File: src/hdl/rcfp_pkg.sv
// shared types and constants for the serial frame parser
// no dependencies; imported by rcfp_ctrl, rcfp_dp and rc_serial_frame_parser
package rcfp_pkg;

    localparam int BYTE_W    = 8;
    localparam int VALUE_W   = 16;
    localparam int CH_IDX_W  = 4;
    localparam int CFG_IDX_W = 1;

    localparam logic [VALUE_W-1:0] SUM_INIT = 16'hFFFF;

    localparam logic [BYTE_W-1:0] HEADER_FIRST_RST  = 8'd32;
    localparam logic [BYTE_W-1:0] HEADER_SECOND_RST = 8'd64;

    localparam logic [CFG_IDX_W-1:0] CFG_HEADER_FIRST  = 1'b0;
    localparam logic [CFG_IDX_W-1:0] CFG_HEADER_SECOND = 1'b1;

    localparam logic STATUS_CHANNEL = 1'b0;
    localparam logic STATUS_ERROR   = 1'b1;

    typedef enum logic [5:0] {
        ST_HUNT    = 6'b000001,
        ST_FIRST   = 6'b000010,
        ST_BODY    = 6'b000100,
        ST_EMIT_RD = 6'b001000,
        ST_EMIT_WR = 6'b010000,
        ST_ERR     = 6'b100000
    } rcfp_state_t;

    typedef struct packed {
        logic hdr_first;
        logic hdr_second;
        logic hunt;
        logic body;
        logic emit_rd;
        logic out_load_ch;
        logic out_load_err;
    } rcfp_cmd_t;

    typedef struct packed {
        logic is_first;
        logic is_second;
        logic final_byte;
        logic sum_match;
        logic emit_last;
        logic out_free;
    } rcfp_sts_t;

endpackage

File: src/hdl/rcfp_ctrl.sv
// frame parser controller: header hunt, body collection and result sequencing
// depends on rcfp_pkg; drives commands into rcfp_dp
module rcfp_ctrl (
    input  logic                 aclk,
    input  logic                 aresetn,
    input  logic                 s_valid,
    output logic                 s_ready,
    input  rcfp_pkg::rcfp_sts_t  sts,
    output rcfp_pkg::rcfp_cmd_t  cmd
);
    import rcfp_pkg::*;

    rcfp_state_t state_reg;
    rcfp_state_t state_next;

    always_ff @(posedge aclk) begin
        if (!aresetn) begin
            state_reg <= ST_HUNT;
        end else begin
            state_reg <= state_next;
        end
    end

    always_comb begin
        cmd        = '0;
        s_ready    = 1'b0;
        state_next = state_reg;
        unique case (state_reg)
            ST_HUNT, ST_FIRST: begin
                s_ready = 1'b1;
                if (s_valid) begin
                    if (sts.is_first) begin
                        cmd.hdr_first = 1'b1;
                        state_next    = ST_FIRST;
                    end else if (state_reg == ST_FIRST && sts.is_second) begin
                        cmd.hdr_second = 1'b1;
                        state_next     = ST_BODY;
                    end else begin
                        cmd.hunt   = 1'b1;
                        state_next = ST_HUNT;
                    end
                end
            end
            ST_BODY: begin
                s_ready = 1'b1;
                if (s_valid) begin
                    cmd.body = 1'b1;
                    if (sts.final_byte) begin
                        state_next = sts.sum_match ? ST_EMIT_RD : ST_ERR;
                    end
                end
            end
            ST_EMIT_RD: begin
                cmd.emit_rd = 1'b1;
                state_next  = ST_EMIT_WR;
            end
            ST_EMIT_WR: begin
                if (sts.out_free) begin
                    cmd.out_load_ch = 1'b1;
                    state_next      = sts.emit_last ? ST_HUNT : ST_EMIT_RD;
                end
            end
            ST_ERR: begin
                if (sts.out_free) begin
                    cmd.out_load_err = 1'b1;
                    state_next       = ST_HUNT;
                end
            end
            default: begin
                state_next = ST_HUNT;
            end
        endcase
    end

endmodule

File: src/hdl/rcfp_dp.sv
// frame parser datapath: header registers, byte counter, running checksum,
// channel store and result register; depends on rcfp_pkg, commanded by rcfp_ctrl
module rcfp_dp #(
    parameter int CHANNELS    = 14,
    parameter int FRAME_BYTES = 32
) (
    input  logic                              aclk,
    input  logic                              aresetn,
    input  logic                              cfg_wr_en,
    input  logic [rcfp_pkg::CFG_IDX_W-1:0]    cfg_wr_index,
    input  logic [rcfp_pkg::BYTE_W-1:0]       cfg_wr_data,
    input  logic [rcfp_pkg::BYTE_W-1:0]       s_rx_byte,
    input  logic                              m_ready,
    output logic                              m_valid,
    output logic                              m_status,
    output logic [rcfp_pkg::CH_IDX_W-1:0]     m_channel_index,
    output logic [rcfp_pkg::VALUE_W-1:0]      m_channel_value,
    output logic                              m_last,
    input  rcfp_pkg::rcfp_cmd_t               cmd,
    output rcfp_pkg::rcfp_sts_t               sts
);
    import rcfp_pkg::*;

    localparam int CW       = $clog2(FRAME_BYTES);
    localparam int IW       = $clog2(CHANNELS);
    localparam int FRAME_CH = (FRAME_BYTES - 4) / 2;
    localparam int EMIT_CH  = (FRAME_CH < CHANNELS) ? FRAME_CH : CHANNELS;

    logic [BYTE_W-1:0]   header_first_reg;
    logic [BYTE_W-1:0]   header_second_reg;
    logic [CW-1:0]       count_reg;
    logic [VALUE_W-1:0]  sum_reg;
    logic [BYTE_W-1:0]   pending_reg;
    logic [IW-1:0]       emit_idx_reg;
    logic [VALUE_W-1:0]  rd_data_reg;
    logic                m_valid_reg;
    logic                m_status_reg;
    logic [CH_IDX_W-1:0] m_index_reg;
    logic [VALUE_W-1:0]  m_value_reg;
    logic                m_last_reg;

    logic [VALUE_W-1:0]  store [CHANNELS];

    logic [CW-1:0]       wr_pos;
    logic [CW-1:0]       wr_ch;
    logic                in_payload;
    logic                wr_en;
    logic                take_low;
    logic [VALUE_W-1:0]  sum_sub;

    assign sum_sub    = sum_reg - {8'd0, s_rx_byte};
    assign in_payload = count_reg < CW'(FRAME_BYTES - 2);
    assign wr_pos     = count_reg - CW'(3);
    assign wr_ch      = wr_pos >> 1;
    assign wr_en      = cmd.body && in_payload && count_reg[0] && (int'(wr_ch) < CHANNELS);
    assign take_low   = (in_payload && !count_reg[0]) || (count_reg == CW'(FRAME_BYTES - 2));

    assign sts.is_first   = s_rx_byte == header_first_reg;
    assign sts.is_second  = s_rx_byte == header_second_reg;
    assign sts.final_byte = count_reg == CW'(FRAME_BYTES - 1);
    assign sts.sum_match  = {s_rx_byte, pending_reg} == sum_reg;
    assign sts.emit_last  = emit_idx_reg == IW'(EMIT_CH - 1);
    assign sts.out_free   = !m_valid_reg || m_ready;

    always_ff @(posedge aclk) begin
        if (!aresetn) begin
            header_first_reg  <= HEADER_FIRST_RST;
            header_second_reg <= HEADER_SECOND_RST;
            count_reg         <= '0;
            sum_reg           <= SUM_INIT;
            pending_reg       <= '0;
            emit_idx_reg      <= '0;
            m_valid_reg       <= 1'b0;
        end else begin
            if (cfg_wr_en) begin
                case (cfg_wr_index)
                    CFG_HEADER_FIRST:  header_first_reg  <= cfg_wr_data;
                    CFG_HEADER_SECOND: header_second_reg <= cfg_wr_data;
                    default: ;
                endcase
            end
            if (cmd.hdr_first) begin
                count_reg <= CW'(1);
                sum_reg   <= SUM_INIT - {8'd0, s_rx_byte};
            end
            if (cmd.hdr_second) begin
                count_reg <= CW'(2);
                sum_reg   <= sum_sub;
            end
            if (cmd.hunt) begin
                count_reg <= '0;
            end
            if (cmd.body) begin
                if (sts.final_byte) begin
                    count_reg    <= '0;
                    sum_reg      <= SUM_INIT;
                    emit_idx_reg <= '0;
                end else begin
                    count_reg <= count_reg + CW'(1);
                    if (in_payload) begin
                        sum_reg <= sum_sub;
                    end
                    if (take_low) begin
                        pending_reg <= s_rx_byte;
                    end
                end
            end
            if (cmd.out_load_ch) begin
                m_valid_reg  <= 1'b1;
                emit_idx_reg <= sts.emit_last ? '0 : emit_idx_reg + IW'(1);
            end else if (cmd.out_load_err) begin
                m_valid_reg <= 1'b1;
            end else if (m_ready) begin
                m_valid_reg <= 1'b0;
            end
        end
    end

    // channel store, one write and one registered read port
    always_ff @(posedge aclk) begin
        if (wr_en) begin
            store[wr_ch[IW-1:0]] <= {s_rx_byte, pending_reg};
        end
        if (cmd.emit_rd) begin
            rd_data_reg <= store[emit_idx_reg];
        end
    end

    // result payload
    always_ff @(posedge aclk) begin
        if (cmd.out_load_ch) begin
            m_status_reg <= STATUS_CHANNEL;
            m_index_reg  <= CH_IDX_W'(emit_idx_reg);
            m_value_reg  <= rd_data_reg;
            m_last_reg   <= sts.emit_last;
        end else if (cmd.out_load_err) begin
            m_status_reg <= STATUS_ERROR;
            m_index_reg  <= '0;
            m_value_reg  <= '0;
            m_last_reg   <= 1'b1;
        end
    end

    assign m_valid         = m_valid_reg;
    assign m_status        = m_status_reg;
    assign m_channel_index = m_index_reg;
    assign m_channel_value = m_value_reg;
    assign m_last          = m_last_reg;

endmodule

File: src/hdl/rc_serial_frame_parser.sv
// serial frame parser top level: header, payload and checksum bytes one per transfer
// s_ready is high while hunting headers and collecting the body; after the final
// checksum byte each of min(CHANNELS,(FRAME_BYTES-4)/2) channel results is read from
// the single read port of the channel store, then loaded once the result register is
// free; s_ready stays low until the last result or the checksum error result is loaded
// reset: aresetn synchronous active low, clears control state, headers to 0x20 and 0x40
module rc_serial_frame_parser #(
    parameter int CHANNELS    = 14,
    parameter int FRAME_BYTES = 32
) (
    input  logic                              aclk,
    input  logic                              aresetn,
    input  logic                              cfg_wr_en,
    input  logic [rcfp_pkg::CFG_IDX_W-1:0]    cfg_wr_index,
    input  logic [rcfp_pkg::BYTE_W-1:0]       cfg_wr_data,
    input  logic                              s_valid,
    output logic                              s_ready,
    input  logic [rcfp_pkg::BYTE_W-1:0]       s_rx_byte,
    output logic                              m_valid,
    input  logic                              m_ready,
    output logic                              m_status,
    output logic [rcfp_pkg::CH_IDX_W-1:0]     m_channel_index,
    output logic [rcfp_pkg::VALUE_W-1:0]      m_channel_value,
    output logic                              m_last
);
    import rcfp_pkg::*;

    rcfp_cmd_t cmd;
    rcfp_sts_t sts;

    rcfp_ctrl u_ctrl (
        .aclk    (aclk),
        .aresetn (aresetn),
        .s_valid (s_valid),
        .s_ready (s_ready),
        .sts     (sts),
        .cmd     (cmd)
    );

    rcfp_dp #(
        .CHANNELS    (CHANNELS),
        .FRAME_BYTES (FRAME_BYTES)
    ) u_dp (
        .aclk            (aclk),
        .aresetn         (aresetn),
        .cfg_wr_en       (cfg_wr_en),
        .cfg_wr_index    (cfg_wr_index),
        .cfg_wr_data     (cfg_wr_data),
        .s_rx_byte       (s_rx_byte),
        .m_ready         (m_ready),
        .m_valid         (m_valid),
        .m_status        (m_status),
        .m_channel_index (m_channel_index),
        .m_channel_value (m_channel_value),
        .m_last          (m_last),
        .cmd             (cmd),
        .sts             (sts)
    );

    // no input transfer while results are being sequenced
    a_no_accept_in_emit: assert property (@(posedge aclk) disable iff (!aresetn)
        (cmd.emit_rd || cmd.out_load_ch || cmd.out_load_err) |-> !s_ready)
        else $error("input ready during result sequencing");

    // a result is loaded only when the result register is free
    a_load_when_free: assert property (@(posedge aclk) disable iff (!aresetn)
        (cmd.out_load_ch || cmd.out_load_err) |-> sts.out_free)
        else $error("result register overwritten");

    // an error result is always the last one with zero index and value
    a_error_shape: assert property (@(posedge aclk) disable iff (!aresetn)
        (m_valid && m_status == STATUS_ERROR) |->
        (m_last && m_channel_index == '0 && m_channel_value == '0))
        else $error("malformed checksum error result");

endmodule
File: config.mk
export PLATFORM = sky130hd
export DESIGN_NAME = rc_serial_frame_parser
export DESIGN_NICKNAME = d
export VERILOG_FILES = /design/src/hdl/rcfp_pkg.sv /design/src/hdl/rcfp_ctrl.sv /design/src/hdl/rcfp_dp.sv /design/src/hdl/rc_serial_frame_parser.sv
export SDC_FILE = /design/constraint.sdc
export NUM_CORES = 1
export LEC_CHECK = 0
export BUFFER_PORTS_ARGS = -buffer_cell sky130_fd_sc_hd__buf_2
export CELL_PAD_IN_SITES_DETAIL_PLACEMENT = 1
export CELL_PAD_IN_SITES_GLOBAL_PLACEMENT = 1
export CORE_MARGIN = 4
export CORE_UTILIZATION = 49
export CTS_BUF_LIST = sky130_fd_sc_hd__clkbuf_4
export CTS_CLUSTER_DIAMETER = 200
export DETAILED_ROUTE_END_ITERATION = 10
export PLACE_DENSITY_LB_ADDON = 0.3
export REMOVE_ABC_BUFFERS = 1
export SYNTH_ARGS = -nofsm -noshare
export SYNTH_HDL_FRONTEND = slang
export SYNTH_SLANG_ARGS = --single-unit
File: constraint.sdc
create_clock -name aclk -period 2.4 [get_ports aclk]
set_input_delay 0.12 -clock aclk [delete_from_list [all_inputs] [get_ports aclk]]
set_output_delay 0.12 -clock aclk [all_outputs]
set_load 0.05 [all_outputs]
==> reports/qor.tcl <==
set qor(worst_setup_path_end_kind) {register}
set qor(crit_buf_inv) 1
set qor(largest_net_degree_at_the_start_of_global_routing) 36
set qor(setup_viol) 0
set qor(achievable-frequency_mhz) 436
set qor(cts.clk_slew.worst_paths_ns) 0.07
set qor(worst_path_largest_cell_delay_ns) 0.40
set qor(synth_enable_flop_cells) 261
set qor(aggregate_global_routing_overflow) 0
set qor(worst_ep_arrival_time_ns) 2.82
set qor(slew_limit_fails) 0
set qor(drive_gt1_frac) 0.328
set qor(synth-async-reset-ratio) 0
set qor(crit_path_cell_trace) {inv_1 -> ha_1 -> fa_2 -> nor2b_2 -> o31a_1 -> a21o_1 -> nor3_1 -> a2111oi_1 -> a221oi_1}
set qor(critical_path.top_delay_family) {compound AO/OA/AOI/OAI gates}
set qor(final_nets) 1117
set qor(final_ant_viol_nets) 0
set qor(tritoncts_clock_tree) {done}
set qor(wire_length_of_the_first_global_routing_pass_um) 54400
set qor(via_total_after_detailed_routing) 8526
set qor(dpl.cell_count) 1342
set qor(ctsRootBufferMaster) {clkbuf_4}
set qor(number_of_flip_flops_under_the_largest_register_name) 224
set qor(antenna_violations_before_repair) 1
set qor(power_leakage_nw) 5.35
set qor(path_class) {reg2reg}
set qor(place_hpwl_um) 23200
set qor(wl_per_cell_um) 22.8
set qor(finalSetupTns_ns) 0
set qor(vias_per_cell) 5.63
set qor(synth.distinct_cells) 70
set qor(design.portCount) 46
set qor(vdd.ir_drop.worst_v) 0.000362
set qor(rows) 60
set qor(clockBufferDepth) 3
set qor(maximum_net_fanout_on_the_critical_path) 4
set qor(port_buffers) 45
set qor(timing.critical_path.required_ns) 2.92
set qor(clock_latency_ns) 0.68
set qor(register_area_share_after_synthesis) 0.661
set qor(die_height_um) 175
set qor(yosys_warnings) 0
set qor(result_of_the_run) {finished clean}
set qor(worst_path_max_delay_cell) {fa_2}
set qor(remaining_drc_errors) 0
set qor(flops_latches_synth) 318
set qor(final_cell_count_no_fill) 1514
set qor(timing.hold.ws_ns) 0.169
set qor(dr_pass1_iterations) 4
set qor(final.min_clock_period_ns) 2.30
set qor(fin_skew_ns) 0.0500
set qor(hold_class) {in2reg}
set qor(cap_viol_max_count) 0
set qor(fp.dieArea_sq_um) 30500
set qor(dr_iter_0_viols) 572
set qor(grt_setup_unrepaired) {no}
set qor(final_hold_viol_count) 0
set qor(cts_made_buffers) 82
set qor(initial_util) 0.502
set qor(htree_num_levels) 3
set qor(dominantRegCellSynth) {edfxtp_1}
set qor(die_width_um) 175
set qor(power_density_nw_per_um2) 665
set qor(routed_wirelength_um) 34600
set qor(grt_usage) 0.232
set qor(first_global_vias) 9248
set qor(ff2ff_setup_slack_ns) 0.10
set qor(timing.max_slew.rel_slack) 0.583
set qor(syn_avg_cell_area_sq_um) 15.3
set qor(final_cell_area_excluding_filler_cells_sq_um) 16300
set qor(core-area_sq_um) 27100
set qor(area_growth_from_synthesis_to_layout_pct) 20.1
set qor(final.period_utilization) 0.957
set qor(worst-slew-pin-transition_ns) 0.623
set qor(placed_area_sq_um) 15000
set qor(setup.worst_path.start_class) {register}
set qor(syn_area_sq_um) 13600
set qor(cts.sink_count) 318
set qor(gpl.final_weighted_congestion) 0.912
set qor(synthesis.instances) 888
==> synthesized netlist by cell type, types with 13 or more instances <==
cell type | n | area (sq um)
inv_1 | 15 | 56.3
nor2_1 | 41 | 154
mux2_2 | 18 | 203
a21oi_1 | 21 | 105
nand2_1 | 61 | 229
xnor2_1 | 16 | 140
nor2b_1 | 17 | 106
clkbuf_1 | 39 | 146
ha_1 | 13 | 163
and2_1 | 27 | 169
dfxtp_1 | 57 | 1140
o21ai_1 | 19 | 95.1
edfxtp_1 | 261 | 7840
a21boi_1 | 18 | 135
mux4_2 | 64 | 1440
xor2_1 | 30 | 263
nand3_1 | 22 | 110
==> repair_timing <==
item,in CTS,in global routing
buffers inserted,0,0
gates cloned,0,0
resized for setup,2,13
hold buffers,27,0
endpoints found under the hold margin,104,0
setup endpoints to repair,2,17
pin swaps,0,3
==> layout by cell type (no fill, tap or decap), types with 21 or more instances in the layout <==
cell	Yosys	layout
edfxtp_1	261	261
xor2_1	30	30
dfxtp_1	57	54
nor2_1	41	30
nand2_1	61	60
dlygate4sd3_1	0	27
buf_4	0	73
buf_2	6	45
a21oi_1	21	21
and2_1	27	27
clkbuf_4	0	123
mux4_2	64	64
nand3_1	22	22
==> per-stage QoR <==
step | worst slack, ns | utilization | power (W)
2_1_floorplan | -1.52 | - | 0.00620
3_3_place_gp | 0.102 | 0.552 | 0.00634
3_5_place_dp | 0.0390 | 0.552 | 0.00635
4_1_cts | 0.0142 | 0.601 | 0.0110
5_1_grt | 0.00234 | 0.602 | 0.0114
6_report | 0.104 | 0.602 | 0.0109
==> worst reg2reg max path: stages (launching register included) <==
cell,delay [ns]
dfxtp_1,0.34
inv_1,0.07
ha_1,0.22
fa_2,0.40
nor2b_2,0.16
o31a_1,0.17
a21o_1,0.22
nor3_1,0.12
a2111oi_1,0.39
a221oi_1,0.10
==> cell families after synthesis <==
group	synth area share
simple gates	0.0878
mux	0.128
fa+ha+maj	0.0134
buf+inv	0.0199
compound gates	0.0603
flops	0.661
xor+xnor	0.0296
==> where the power goes <==
part / leakage (nW) / total [W] / internal, W / switching, W
combinational: 2.10 / 0.000336 / 0.000136 / 0.000200
sequential: 2.64 / 0.00594 / 0.00593 / 0.0000115
clock: 0.617 / 0.00459 / 0.00245 / 0.00214
total: 5.35 / 0.0109 / 0.00851 / 0.00235
==> layer usage <==
metal,wire [um],track usage
met4,813,0.0697
met3,1640,0.0376
met1,14700,0.312
met5,0,0
met2,17400,0.395
==> path summary, 6_finish.rpt <==
path / depth (start not counted) / endpoint / startpoint
min: 3 / u_dp.store[1][9] / s_rx_byte[1]
max reg2reg: 9 / u_dp.sum_reg[10] / u_dp.sum_reg[0]
max: 9 / u_dp.sum_reg[10] / u_dp.sum_reg[0]
min reg2reg: 2 / u_dp.header_first_reg[3] / u_dp.header_first_reg[3]
==> final cells by class <==
type	count	area, sq um
Fill cell	2590	10800
Sequential cell	318	8980
Multi-Input combinational cell	502	4430
Timing Repair Buffer	160	1340
Clock buffer	123	923
Tap cell	372	465
Clock inverter	20	115
Inverter	17	63.8
Antenna cell	2	5.00
Note: power is estimated with default switching activity, not from simulation.
